--- src/rtl/olats_pkg.sv ---
// Shared types, constants and the Hann coefficient function of the time stretcher.
package olats_pkg;

    // Fixed field widths
    localparam int SAMPLE_W   = 16;
    localparam int AHOP_W     = 9;
    localparam int SHOP_W     = 7;
    localparam int FLUSH_W    = 9;
    localparam int CFG_IDX_W  = 1;
    localparam int CFG_DATA_W = 9;

    // Defaults of the top level parameters
    localparam int WINDOW_LEN_DEF       = 256;
    localparam int MAX_SYNTH_HOP_DEF    = 64;
    localparam int WINDOW_FRAC_BITS_DEF = 15;

    // Accumulator headroom above the coefficient fraction
    localparam int ACC_EXTRA = 21;

    // Register reset values and limits
    localparam logic [AHOP_W-1:0]  AHOP_RST  = 9'd64;
    localparam logic [SHOP_W-1:0]  SHOP_RST  = 7'd64;
    localparam logic [FLUSH_W-1:0] FLUSH_MAX = 9'h1FF;

    localparam int SAMPLE_MAX = 32767;
    localparam int SAMPLE_MIN = -32768;

    // Q30 constants for the coefficient table
    localparam logic [63:0] PI_Q30  = 64'd3373259426;
    localparam logic [63:0] ONE_Q30 = 64'd1 << 30;
    localparam logic [63:0] TAYLOR_DEN [1:7] = '{64'd6, 64'd20, 64'd42, 64'd72,
                                                 64'd110, 64'd156, 64'd210};

    typedef enum logic [2:0] {
        S_CLEAR,
        S_IDLE,
        S_PAD,
        S_WALK,
        S_DRAIN,
        S_EMIT_RD,
        S_EMIT_LD
    } t_state;

    typedef enum logic [CFG_IDX_W-1:0] {
        CFG_AHOP = 1'b0,
        CFG_SHOP = 1'b1
    } t_cfg_idx;

    typedef enum logic {
        MODE_SAMPLE = 1'b0,
        MODE_FLUSH  = 1'b1
    } t_mode;

    // Control travelling with one window entry into the multiply-add pipeline
    typedef struct packed {
        logic valid;
        logic use_acc;
    } t_mac_ctl;

    // Hann coefficient sin^2 from a Q30 angle on the folded half period
    function automatic logic [63:0] hann_coef(input logic [63:0] x, input int frac);
        logic [63:0] x2;
        logic [63:0] sum;
        logic [63:0] mag;
        logic [63:0] sq;
        logic [63:0] w;
        logic [63:0] one_w;
        x2  = (x * x) >> 30;
        sum = x;
        mag = x;
        for (int k = 1; k <= 7; k++) begin
            mag = ((mag * x2) >> 30) / TAYLOR_DEN[k];
            if ((k % 2) == 1) begin
                sum = (mag > sum) ? 64'd0 : sum - mag;
            end else begin
                sum = sum + mag;
            end
        end
        if (sum > ONE_Q30) begin
            sum = ONE_Q30;
        end
        sq    = (sum * sum) >> 30;
        w     = (sq + (64'd1 << (29 - frac))) >> (30 - frac);
        one_w = 64'd1 << frac;
        if (w > one_w) begin
            w = one_w;
        end
        return w;
    endfunction

endpackage

--- src/rtl/olats_ram.sv ---
// Generic single-port-write, single-port-read RAM with registered read data.
module olats_ram #(
    parameter int WIDTH = olats_pkg::SAMPLE_W,
    parameter int DEPTH = olats_pkg::WINDOW_LEN_DEF
) (
    input  logic                     i_clk,
    input  logic                     i_we,
    input  logic [$clog2(DEPTH)-1:0] i_waddr,
    input  logic [WIDTH-1:0]         i_wdata,
    input  logic [$clog2(DEPTH)-1:0] i_raddr,
    output logic [WIDTH-1:0]         o_rdata
);
    logic [WIDTH-1:0] r_mem [DEPTH];
    logic [WIDTH-1:0] r_rdata;

    // Write one entry and read one entry into the registered read data
    always_ff @(posedge i_clk) begin
        if (i_we) begin
            r_mem[i_waddr] <= i_wdata;
        end
        r_rdata <= r_mem[i_raddr];
    end

    assign o_rdata = r_rdata;
endmodule

--- config.mk ---
export PLATFORM = sky130hd
export DESIGN_NAME = olats_ram
export DESIGN_NICKNAME = d
export VERILOG_FILES = /design/src/rtl/olats_pkg.sv /design/src/rtl/olats_ram.sv
export SDC_FILE = /design/constraint.sdc
export NUM_CORES = 2
export LEC_CHECK = 0
export ABC_AREA = 1
export BUFFER_PORTS_ARGS = -buffer_cell sky130_fd_sc_hd__buf_4
export CAP_MARGIN = 10
export CORE_MARGIN = 1.5
export CORE_UTILIZATION = 49
export DETAILED_ROUTE_END_ITERATION = 10
export PLACE_DENSITY = 0.67
export SLEW_MARGIN = 20
export SYNTH_ARGS = -nofsm -noshare
export SYNTH_HDL_FRONTEND = slang
export SYNTH_SLANG_ARGS = --single-unit
--- constraint.sdc ---
create_clock -name i_clk -period 2.8 [get_ports i_clk]
set_input_delay 0.28 -clock i_clk [delete_from_list [all_inputs] [get_ports i_clk]]
set_output_delay 0.28 -clock i_clk [all_outputs]
set_load 0.05 [all_outputs]
* Yosys cells after proc, flatten, opt, wreduce, memory -nomap -nowiden
Memory sizes are Yosys's and may differ from the RTL's. A register that Yosys moved wholly into a read port is not among the register bits.
Index checks and enable logic that the tools add are counted.
** Operators by class
- Multiplexer cells :: 2
** Operators with widths (count)
- two-way mux 1 bit :: 2
** Word-level totals
- Bits in registers :: 0
- Output and inout port bits :: 16
- Memory bits (writable) :: 4096
- Memories kept :: 1
- Bits of input ports :: 34
** Memory list
- r_mem :: words 256, width 16, read ports 1, clocked after Yosys merged registers in 1, write ports 1, RTL line olats_ram.sv:13 : logic [WIDTH-1:0] r_mem [DEPTH];

* Depth between registers and ports, before layout
- Word-level depth :: 2
- Mapped depth :: 15
- Depth with buffers taken out :: 11

* Least setup slack after synthesis
No wires, ideal clock.
- Kind :: input to register
- Start :: in i_we
- End :: mem r_mem[162][0] in the netlist's numbering (enable)
- Data arrival time :: 1.732 ns
- Setup time :: 0.388 ns
- Data required time :: 2.412 ns
- Cell stages on the path :: 4
- Setup slack :: 0.680 ns
- Buffers on the path :: 2
- Cells stage by stage :: clkbuf_1 nand3_1 clkbuf_1 nor2_1
** Between the ends
- Word-level cells in the longest chain between the ends :: 2
** RTL lines
- start: declaration :: RTL line olats_ram.sv:7 : input logic i_we,
- two-way mux 1 bit :: RTL line olats_ram.sv:18 : if (i_we) begin
- two-way mux 1 bit (implied by the code) :: RTL line olats_ram.sv:19 : r_mem[i_waddr] <= i_wdata;
- end: declaration :: RTL line olats_ram.sv:13
Every way passes these cells.

==> summary.txt <==
Layout
  – Layout cells sized above 1: 0.1063
  – FF/Latch Area: 123300 um2
  – Layout net count: about 14000
  – Multi-input gate area: between 30000 and 40000 um2
  – # fillers: 26827
  – Area growth syn-to-layout: 14.11%

Critical path
  – R2R setup slack: about 0.26 ns
  – Crit path kind: flip-flop to flip-flop
  – RR Startpoint: r_mem[190][0]
  – Largest delay share family, worst path: simple AND/OR/NAND/NOR gates
  – Slowest cell delay on critical path: approximately 0.41 ns
  – WP data arrival: 3.37 ns
  – Top cell by count, worst path: nand3_1
  – CP Buf/Inv Count: 0
  – Setup crit end: o_rdata[0]
  – CP Depth: 10
  – Reg2Reg Depth: 10
  – CP max stage cell: nand2_1
  – Crit path from: r_mem[190][0]
  – Crit path max fanout: 1
  – Reg-to-reg endpoint: o_rdata[0]
  – Critical Path Sink Type: flip-flop
  – WP data required: approximately 3.6 ns
  – CP cell instances: nand2_1 -> nand3_1 -> nand3_1 -> nand3_1 -> nand3_1 -> nand3_1 -> nand3_1 -> nand2_1 -> nand2_1 -> nand2_1
  – Startpoint Class: flip-flop

Die
  – DIE AREA: around 340000 um2
  – Die height: 584.5 um
  – Starting Density: 0.4923
  – Core area: ~340000 um2
  – Row Count: around 210
  – Die width: 584.5 um
  – I/O pin total: 50

STA
  – Final hold violations: 0
  – Unrepaired setup endpoints after global routing: false
  – Period utilization: 0.9066
  – Worst Skew: roughly 0.062 ns
  – Final setup TNS: 0 ns
  – Final Setup Violations: 0
  – Worst slew pin tran: between 1 and 1.5 ns
  – Max Clock Freq: 393.9 MHz
  – Slew Limit Fails: 0
  – Post-route minimum period: between 2 and 3 ns
  – Relative slew slack: 0.2009

Global routing
  – Global Route met2 Usage: 0.4328
  – Met1 usage: 0.3858
  – Largest net degree at the start of global routing: just over 100
  – Grt total ovfl: 0
  – Met3 GRT Util: 0.04885
  – First-pass GRT wire length: between 700 and 800 mm
  – Vias in the first global route: 104877
  – GRT Total Usage: 0.2785
  – Antenna violations before repair: 27
  – GRT busiest layer: met2

Synth
  – Post-synth top area share: 0.7423
  – Commonest cells in the netlist: nand2_1 (4211), edfxtp_1 (4096), nand3_1 (4035)
  – Syn avg cell area: about 12 um2
  – Syn Nets: ~14000
  – Most frequent cell after synthesis: nand2_1
  – Async S/R FF share, synth: 0
  – Seq/Total Area, Yosys: 0.7442
  – Synth unique cells: 15
  – Yosys warns: 0
  – Synth top area cells: edfxtp_1 (74%), nand3_1 (12%), nand2_1 (9.5%)
  – Synthesized netlist cell count: between 10000 and 15000
  – Post-synth EDFFs: between 4000 and 5000
  – Leading area contributor after synthesis: edfxtp_1
  – Number of synthesized register bits: around 4100
  – Netlist Area Pre-Place: 165700 um2
  – Ys flop type: edfxtp_1

Clocking
  – CTS tree: done
  – CTS Buf Count: ~410
  – Clock Tree Buf Depth: 4
  – CTS root buf: clkbuf_16
  – Skew-Pair Late Insertion Delay: roughly 0.97 ns
  – # resized after CTS: 0
  – H-tree depth: 5
  – Clock slew at reported path FFs: 0.06 ns
  – Clock sinks: approximately 4100

Route
  – TritonRoute pass-1 iters: 8
  – Via count: 111652
  – Remaining DRCs: 0
  – Wirelength, routed: about 480 mm
  – Routed Antenna Nets: 0
  – Vias per Instance: between 5 and 6
  – Initial DRC count: ~16000
  – Drt wl/cell: approximately 26 um

Hold path
  – Hold crit path type: input port to flip-flop

Placement
  – Final GP Congestion: approximately 0.9
  – Port Buffers: 49
  – Post-DP HPWL: about 290 mm

Pwr
  – Worst VDD drop: just under 0.0006 V
  – Total power: 129.3 mW
  – Power Dens Cells: 683.6 nW/um2
  – Leakage: between 60 and 70 nW

Job
  – Maxcap violations: 0

Run status
  – Status: finished clean
## stage by stage
stage | util | cells | setup WS [ns] | instance area, um2 | hold slack, ns
3_3_place_gp | 0.5235 | 18145 | -0.4146 | 176200 | 0.6597
5_1_grt | 0.5616 | 18921 | 0.2610 | 189000 | 0.1672
6_report | 0.5617 | 18937 | 0.2615 | 189100 | 0.1505
2_1_floorplan | - | 13617 | 0.6796 | 165700 | 0.3789
4_1_cts | 0.5616 | 18913 | 0.4104 | 189000 | 0.1051
3_5_place_dp | 0.5235 | 18145 | -0.4389 | 176200 | 0.6590
## layout make-up
class | count | share of cell area
Antenna cell | 24 | 0.0003176
Clock buffer | 522 | 0.05698
Clock inverter | 228 | 0.009760
Inverter | 39 | 0.001052
Multi-Input combinational cell | 8529 | 0.1965
Sequential cell | 4112 | 0.6522
Tap cell | 4515 | 0.02988
Timing Repair Buffer | 968 | 0.05331
## kinds of logic (layout without fill, tap and decap cells)
| kind of cell | after synthesis | in the layout | share of synthesized area |
|---|---|---|---|
| other | 0 | 24 | 0 |
| and+or+nand+nor | 8529 | 8529 | 0.2237 |
| DFF | 4112 | 4112 | 0.7442 |
| buffers and inverters | 976 | 1757 | 0.03214 |
## registers in the layout, summed over array words and instances, names as in the netlist
name and count:
o_rdata 16, r_mem 4096
## cells in the final DEF, fill, tap and decap left out, types with 19 or more instances in the layout
cell type and n:
nand2_1 4195, bufinv_16 20, inv_1 33, buf_12 208
clkinv_1 106, buf_4 721, clkbuf_1 106, buf_8 19
clkbuf_16 413, nor2_2 21, edfxtp_1 4096, diode_2 24
clkinv_2 70, nand3_1 4035, nor2_1 262
## worst reg2reg max path: cells and delay by family (launching register included)
family	cells	cell delay [ns]
flip-flops	1	0.37
AND/OR/NAND/NOR	10	2.03
## timing repair
action	4_1_cts	5_1_grt
setup buffers	0	0
setup endpoints to repair	0	0
hold endpoints to repair	1058	0
hold buffers	18	0
## per-layer routing
metal  part of all wire  vias up
li1                   -    49563
met1               0.38    54443
met2               0.46     6645
met3               0.11      989
met4              0.045       12
met5            0.00016        -
## worst min path at each step
stage          startpoint            end  slack, ns  cells past startpoint
6_report       i_raddr[4]    o_rdata[10]       0.15                      8
5_1_grt        i_waddr[6]   r_mem[15][9]       0.17                      5
4_1_cts        i_waddr[6]   r_mem[15][9]       0.11                      5
3_5_place_dp   i_wdata[7]  r_mem[161][7]       0.66                      1
3_3_place_gp   i_wdata[7]  r_mem[161][7]       0.66                      1
2_1_floorplan  i_wdata[0]    r_mem[0][0]       0.38                      0
## power by group
group	internal (mW)	switching [mW]	leakage (nW)
registers	67.8	0.121	36.9
logic	2.40	6.43	23.7
clock network	29.1	23.4	6.16
total	99.3	29.9	66.8
Power figures use the tool's default switching activity.
