==> config.mk <==
export PLATFORM = sky130hd
export DESIGN_NAME = olats_mac
export DESIGN_NICKNAME = d
export VERILOG_FILES = /design/src/rtl/olats_pkg.sv /design/src/rtl/olats_mac.sv
export SDC_FILE = /design/constraint.sdc
export NUM_CORES = 1
export LEC_CHECK = 0
export ABC_AREA = 1
export BUFFER_PORTS_ARGS = -buffer_cell sky130_fd_sc_hd__clkbuf_2
export CAP_MARGIN = 30
export CORE_MARGIN = 2
export CORE_UTILIZATION = 40
export CTS_CLUSTER_DIAMETER = 50
export DETAILED_ROUTE_END_ITERATION = 10
export HOLD_SLACK_MARGIN = 0.08
export SYNTH_ARGS = -nofsm -noshare
export SYNTH_HDL_FRONTEND = slang
export SYNTH_SLANG_ARGS = --single-unit
export TNS_END_PERCENT = 5
==> constraint.sdc <==
create_clock -name i_clk -period 6.4 [get_ports i_clk]
set_input_delay 0.96 -clock i_clk [delete_from_list [all_inputs] [get_ports i_clk]]
set_output_delay 0.96 -clock i_clk [all_outputs]
set_load 0.02 [all_outputs]
==> src/rtl/olats_pkg.sv <==
// Shared types, constants and the Hann coefficient function of the time stretcher.
package olats_pkg;

    // Fixed field widths
    localparam int SAMPLE_W   = 16;
    localparam int AHOP_W     = 9;
    localparam int SHOP_W     = 7;
    localparam int FLUSH_W    = 9;
    localparam int CFG_IDX_W  = 1;
    localparam int CFG_DATA_W = 9;

    // Defaults of the top level parameters
    localparam int WINDOW_LEN_DEF       = 256;
    localparam int MAX_SYNTH_HOP_DEF    = 64;
    localparam int WINDOW_FRAC_BITS_DEF = 15;

    // Accumulator headroom above the coefficient fraction
    localparam int ACC_EXTRA = 21;

    // Register reset values and limits
    localparam logic [AHOP_W-1:0]  AHOP_RST  = 9'd64;
    localparam logic [SHOP_W-1:0]  SHOP_RST  = 7'd64;
    localparam logic [FLUSH_W-1:0] FLUSH_MAX = 9'h1FF;

    localparam int SAMPLE_MAX = 32767;
    localparam int SAMPLE_MIN = -32768;

    // Q30 constants for the coefficient table
    localparam logic [63:0] PI_Q30  = 64'd3373259426;
    localparam logic [63:0] ONE_Q30 = 64'd1 << 30;
    localparam logic [63:0] TAYLOR_DEN [1:7] = '{64'd6, 64'd20, 64'd42, 64'd72,
                                                 64'd110, 64'd156, 64'd210};

    typedef enum logic [2:0] {
        S_CLEAR,
        S_IDLE,
        S_PAD,
        S_WALK,
        S_DRAIN,
        S_EMIT_RD,
        S_EMIT_LD
    } t_state;

    typedef enum logic [CFG_IDX_W-1:0] {
        CFG_AHOP = 1'b0,
        CFG_SHOP = 1'b1
    } t_cfg_idx;

    typedef enum logic {
        MODE_SAMPLE = 1'b0,
        MODE_FLUSH  = 1'b1
    } t_mode;

    // Control travelling with one window entry into the multiply-add pipeline
    typedef struct packed {
        logic valid;
        logic use_acc;
    } t_mac_ctl;

    // Hann coefficient sin^2 from a Q30 angle on the folded half period
    function automatic logic [63:0] hann_coef(input logic [63:0] x, input int frac);
        logic [63:0] x2;
        logic [63:0] sum;
        logic [63:0] mag;
        logic [63:0] sq;
        logic [63:0] w;
        logic [63:0] one_w;
        x2  = (x * x) >> 30;
        sum = x;
        mag = x;
        for (int k = 1; k <= 7; k++) begin
            mag = ((mag * x2) >> 30) / TAYLOR_DEN[k];
            if ((k % 2) == 1) begin
                sum = (mag > sum) ? 64'd0 : sum - mag;
            end else begin
                sum = sum + mag;
            end
        end
        if (sum > ONE_Q30) begin
            sum = ONE_Q30;
        end
        sq    = (sum * sum) >> 30;
        w     = (sq + (64'd1 << (29 - frac))) >> (30 - frac);
        one_w = 64'd1 << frac;
        if (w > one_w) begin
            w = one_w;
        end
        return w;
    endfunction

endpackage

==> src/rtl/olats_mac.sv <==
// Window multiply and saturating accumulate pipeline feeding the accumulator memory.
module olats_mac #(
    parameter int WINDOW_LEN       = olats_pkg::WINDOW_LEN_DEF,
    parameter int WINDOW_FRAC_BITS = olats_pkg::WINDOW_FRAC_BITS_DEF
) (
    input  logic                                                 i_clk,
    input  logic                                                 i_rst_n,
    input  olats_pkg::t_mac_ctl                                  i_ctl,
    input  logic [$clog2(WINDOW_LEN)-1:0]                        i_addr,
    input  logic signed [olats_pkg::SAMPLE_W-1:0]                i_sample,
    input  logic [WINDOW_FRAC_BITS:0]                            i_coef,
    input  logic signed [WINDOW_FRAC_BITS+olats_pkg::ACC_EXTRA-1:0] i_acc,
    output logic                                                 o_busy,
    output logic                                                 o_we,
    output logic [$clog2(WINDOW_LEN)-1:0]                        o_waddr,
    output logic [WINDOW_FRAC_BITS+olats_pkg::ACC_EXTRA-1:0]     o_wdata
);
    import olats_pkg::*;

    localparam int IDX_W  = $clog2(WINDOW_LEN);
    localparam int ACC_W  = WINDOW_FRAC_BITS + ACC_EXTRA;
    localparam int PROD_W = SAMPLE_W + WINDOW_FRAC_BITS + 2;

    t_mac_ctl                  r_ctl;
    logic [IDX_W-1:0]          r_addr;
    logic signed [PROD_W-1:0]  r_prod;
    logic signed [ACC_W-1:0]   r_acc;
    logic signed [PROD_W-1:0]  n_prod;
    logic signed [ACC_W:0]     prod_ext;
    logic signed [ACC_W:0]     acc_ext;
    logic signed [ACC_W:0]     sum;
    logic signed [ACC_W-1:0]   sum_sat;

    // Multiply the sample by its coefficient
    assign n_prod = $signed(i_sample) * $signed({1'b0, i_coef});

    // Register product, shifted accumulator entry and control
    always_ff @(posedge i_clk) begin
        if (!i_rst_n) begin
            r_ctl <= '0;
        end else begin
            r_ctl <= i_ctl;
        end
        r_addr <= i_addr;
        r_prod <= n_prod;
        r_acc  <= i_ctl.use_acc ? i_acc : '0;
    end

    // Add and saturate to the accumulator range
    always_comb begin
        prod_ext = (ACC_W+1)'(r_prod);
        acc_ext  = (ACC_W+1)'(r_acc);
        sum      = prod_ext + acc_ext;
        if (sum[ACC_W] != sum[ACC_W-1]) begin
            sum_sat = sum[ACC_W] ? {1'b1, {(ACC_W-1){1'b0}}} : {1'b0, {(ACC_W-1){1'b1}}};
        end else begin
            sum_sat = sum[ACC_W-1:0];
        end
    end

    assign o_busy  = r_ctl.valid;
    assign o_we    = r_ctl.valid;
    assign o_waddr = r_addr;
    assign o_wdata = sum_sat;
endmodule

**Yosys cells after proc, flatten, opt, wreduce, memory -nomap -nowiden**

Cells that the tools add are included.

- Output and inout port bits: 46
- Input bits: 80
- Register bits: 78
- Word-level logic and storage cells: 9

- Eq/ne operators: 1
- $mul: 1
- Add/subtract/negate cells: 1
- Muxes and demuxes: 2

Operators by type and width:

| operator | count |
|---|---|
| 2-to-1 mux 36 bit | 2 |
| adder 33 x 36 -> 37 bit | 1 |
| multiplier 16 x 17 -> 33 bit | 1 |
| != test 1 bit | 1 |

**Depth between registers and ports, before layout**

- Word-level depth: 3
- Gate-level depth with buffers: 26
- Mapped depth without buffers: 24

**Worst setup path after synthesis**

No wires, ideal clock.

- Path type: input port to flip-flop
- Start point: input i_coef[7]
- End point: register r_prod[29]
- Required time: 6.288 ns
- Data arrival time: 6.055 ns
- Setup time: 0.112 ns
- Buffers on the path: 2
- Slack: 0.232 ns
- Stages: 24
- Cell sequence: clkbuf_1 > clkbuf_1 > nand2_1 > fa_1 > inv_1 > fa_1 > inv_1 > fa_1 > inv_1 > fa_1 > fa_1 > inv_1 > fa_1 > inv_1 > ha_1 > a21oi_1 > a21boi_0 > nand2_1 > nand2_1 > nand3_1 > a21oi_1 > o21ai_0 > nand2_1 > nand2_1

- Cells in the longest elaborated chain, start to end: 1

Ends and longest elaborated chain:

| item | line | text |
|---|---|---|
| from (decl) | olats_mac.sv:11 | `input logic [WINDOW_FRAC_BITS:0] i_coef,` |
| multiplier 16 x 17 -> 33 bit | olats_mac.sv:35 | `assign n_prod = $signed(i_sample) * $signed({1'b0, i_coef});` |
| via n_prod[29] | olats_mac.sv:28 | `logic signed [PROD_W-1:0] n_prod;` |
| to (signal assigned) | olats_mac.sv:45 | `r_prod <= n_prod;` |
| to (decl) | olats_mac.sv:26 | `logic signed [PROD_W-1:0] r_prod;` |

The timed path passes the listed nets, and every way through them passes these cells.
A chain may end at the register's enable or synchronous reset.

**Worst setup path in the final report**

- Start point: input i_sample[2] (netlist name)
- End point: register r_prod[29]

- Cells in the longest elaborated chain, start to end: 1

Ends and longest elaborated chain:

| item | line | text |
|---|---|---|
| from (decl) | olats_mac.sv:10 | `input logic signed [olats_pkg::SAMPLE_W-1:0] i_sample,` |
| multiplier 16 x 17 -> 33 bit | olats_mac.sv:35 |  |
| via n_prod[29] | olats_mac.sv:28 |  |

The timed path passes the listed nets, and every way through them passes these cells.

==> flow_summary.yaml <==
routing:
  vias_per_cell: 4.70
  num_vias: 11500
  dr.pass1.iters: 6
  routed_wl_um: 35100
  drcViolationCount: 0
  drt.antenna.violating_nets: 0
  drt-initial-drc-count: 813
  wl_per_cell_um: 14.4
cts:
  cts.sinks: 78
  cts_tree: "done"
  cts-buffers-inserted: 9
  clock_path_buffers: 2
  cts_hold_buf: 0
  cts.clk_slew.worst_paths_ns: 0.06
  cts_max_level: 3
  cts_root_buf: "clkbuf_16"
  cts_resized: 0
  cts_setup_buffers: 0
timing:
  grt_setup_unrepaired: "false"
  fin_ws_ns: 0.446
  slew_headroom_pct: 51.1
  period_needed_ns: 5.95
  post-route-period-util_pct: 93.0
  hold_viol: 0
  final_max_slew_viol_count: 0
  holdWs_ns: 0.719
  fin_setup_tns_ns: 0
  worst_pin_slew_ns: 0.734
  setup_viol: 0
  timing.fmax_ghz: 0.168
hold_path:
  hold_end: "o_waddr[2]"
  min_path_type: "in2reg"
  hold_start: "i_addr[2]"
  hold_depth: 1
layout:
  drive_above_1_share_pct: 12.1
  fillers: 3590
  nNetsFinal: 2420
  multiInputGateArea_mm2: 0.0102
  area_growth_pct: 10.0
  register_area_mm2: 0.00156
setup_path:
  slowest_delay_ns: 0.55
  crit_start: "i_sample[2]"
  crit_chain: "clkbuf_2, nand2_1, fa_1, fa_1, fa_1, inv_1, fa_1, fa_1, inv_1, fa_1, inv_1, ha_1, a21oi_1, a21boi_0, nand2_1, nand2_1, nand3_1, a21oi_2, o21ai_0, nand2_1, nand2_1"
  worst-endpoint-required_ns: 6.63
  path_max_fanout: 11
  worst_path_max_delay_cell: "fa_1"
  crit_path_end_kind: "flip-flop"
  crit_path_start_kind: "input port"
  crit_top_cell: "fa_1"
  worstSetupPathType: "in2reg"
  crit_arrival_ns: 6.19
place:
  hpwl_um: 30800
  gp_congestion: 0.948
  place_ws_ns: 0.0413
  portBuffers: 125
power_and_ir_drop:
  p_per_area_mw_per_mm2: 562
  p_int_uw: 3810
  ir_drop_mv: 0.467
  comb_power_share_pct: 85.2
  clkPwrFrac_pct: 6.2
  p_leak_uw: 0.00921
  p_switching_uw: 4780
  seqPwrFrac_pct: 8.6
  netSwitchingFraction_pct: 55.6
  p_total_uw: 8600
yosys:
  yosysWarnings: 0
  synth_fp_nets: 2329
  syn-cell-area_mm2: 0.0139
  synth_top_area_share_pct: 28.1
  async_reset_ff_share_pct: 0
  yosys-top-cells-area: "fa_1 (28%), ha_1 (14%), nand2_1 (13%), inv_1 (13%), dfxtp_1 (11%)"
  synth_edf_count: 0
  synth.top_cells.by_count: "nand2_1 (497), inv_1 (479), fa_1 (195), ha_1 (158), nor2_1 (93)"
  ys_types: 39
  synth_seq_cells: 78
  synth_area_leader_cell: "fa_1"
  synthFlopType: "dfxtp_1"
  synth-seq-area-share_pct: 11.2
  avgSynthCellArea_um2: 7.33
  synth_cells: 1896
  synth_most_common_cell: "nand2_1"
grt:
  grt_pass1_wl_um: 58900
  antenna_found_initial: 1
  grt_usage_pct: 20.3
  grt_max_degree: 37
  grt_pass1_vias: 11800
  grt_remaining_overflow: 0
die:
  dieArea_mm2: 0.0363
  core_area_mm2: 0.0344
  start_util_pct: 40.4
  dieWidth_um: 190
  std_cell_rows: 68
  io_pins: 126
  die_y_um: 190
job:
  maxCapViolCount: 0
run_status:
  outcome: "finished clean"
## power groups by stage
stage	Clock [uW]	Sequential, uW	Combinational, uW
6_report	533	743	7320
4_1_cts	550	744	7350
3_3_place_gp	0	755	7250
5_1_grt	565	754	8430
2_1_floorplan	0	737	5570
3_5_place_dp	0	752	7300
## cell families (layout without fill, tap and decap cells)
logic type / count (synthesis) / count (layout) / share of synthesized area [%]
other cells: 0 / 1 / 0
compound gates: 154 / 154 / 6.49
buf+inv: 553 / 649 / 15.3
fa+ha+maj: 353 / 353 / 42.3
xor+xnor: 53 / 53 / 3.34
flops: 78 / 78 / 11.2
simple gates: 705 / 705 / 21.4
## metal layers
layer	vias to the layer above	GRT usage [%]	share of wire (%)
met4	0	3.82	1.3
met1	5431	28.7	47
li1	5735	-	-
met2	317	33.7	45
met3	28	2.26	5.8
met5	-	0	0
## flip-flops by register name (all words and copies together), names as in the netlist
register / cells
o_busy: 1
r_acc: 36
r_prod: 33
o_waddr: 8
## stage by stage
stage	area, um2	util (%)	cells
finish	15300	44.5	2448
global route	15300	44.5	2448
CTS	15300	44.5	2447
detailed placement	15000	43.5	2431
global placement	15000	43.5	2431
floorplan	13900	-	1896
## worst max-delay path: cells and delay by family
| kind | cells | cell delay [ns] |
|---|---|---|
| fa+ha+maj | 7 | 3.41 |
| compound gates | 4 | 0.80 |
| simple gates | 6 | 0.58 |
| buf+inv | 4 | 0.44 |
## placed cells by master (no fill, tap or decap), types with 4 or more instances in the layout
master	netlist	routed
dfxtp_1	78	78
nand3_2	4	4
fa_1	195	195
a21oi_1	76	75
nand2_1	497	497
o21bai_1	15	15
or2_2	7	7
clkbuf_16	0	9
nor2_1	93	93
nand2_2	35	35
o21a_1	5	5
o21ai_0	29	29
clkbuf_2	0	125
nor2_2	4	4
a21boi_0	4	4
inv_2	5	5
o21ai_2	11	11
nand3b_1	9	9
nand4_1	5	5
ha_1	158	158
xor2_1	32	32
a21o_1	5	5
xnor2_1	21	21
a31oi_1	4	4
nand3_1	32	32
buf_4	1	24
inv_1	479	479
nor3_1	10	10
## how the worst max path moves through the flow
stage / end / slack (ns) / depth (start not counted)
final: r_prod[29] / 0.45 / 21
after global routing: r_prod[29] / 0.11 / 23
after CTS: r_prod[29] / 0.40 / 21
after detailed placement: r_prod[29] / 0.04 / 21
after global placement: r_prod[32] / 0.1 / 24
after floorplan: r_prod[29] / 0.23 / 24
## final cells by class
type | count | share of cell area [%]
clock inverter | 4 | 0.352
sequential | 78 | 10.2
tap | 455 | 3.72
multi-input combinational | 1265 | 66.8
antenna | 1 | 0.0164
timing repair buffer | 149 | 5.27
inverter | 484 | 11.9
clock buffer | 12 | 1.74
No activity file was read; power rests on OpenSTA's default activity.
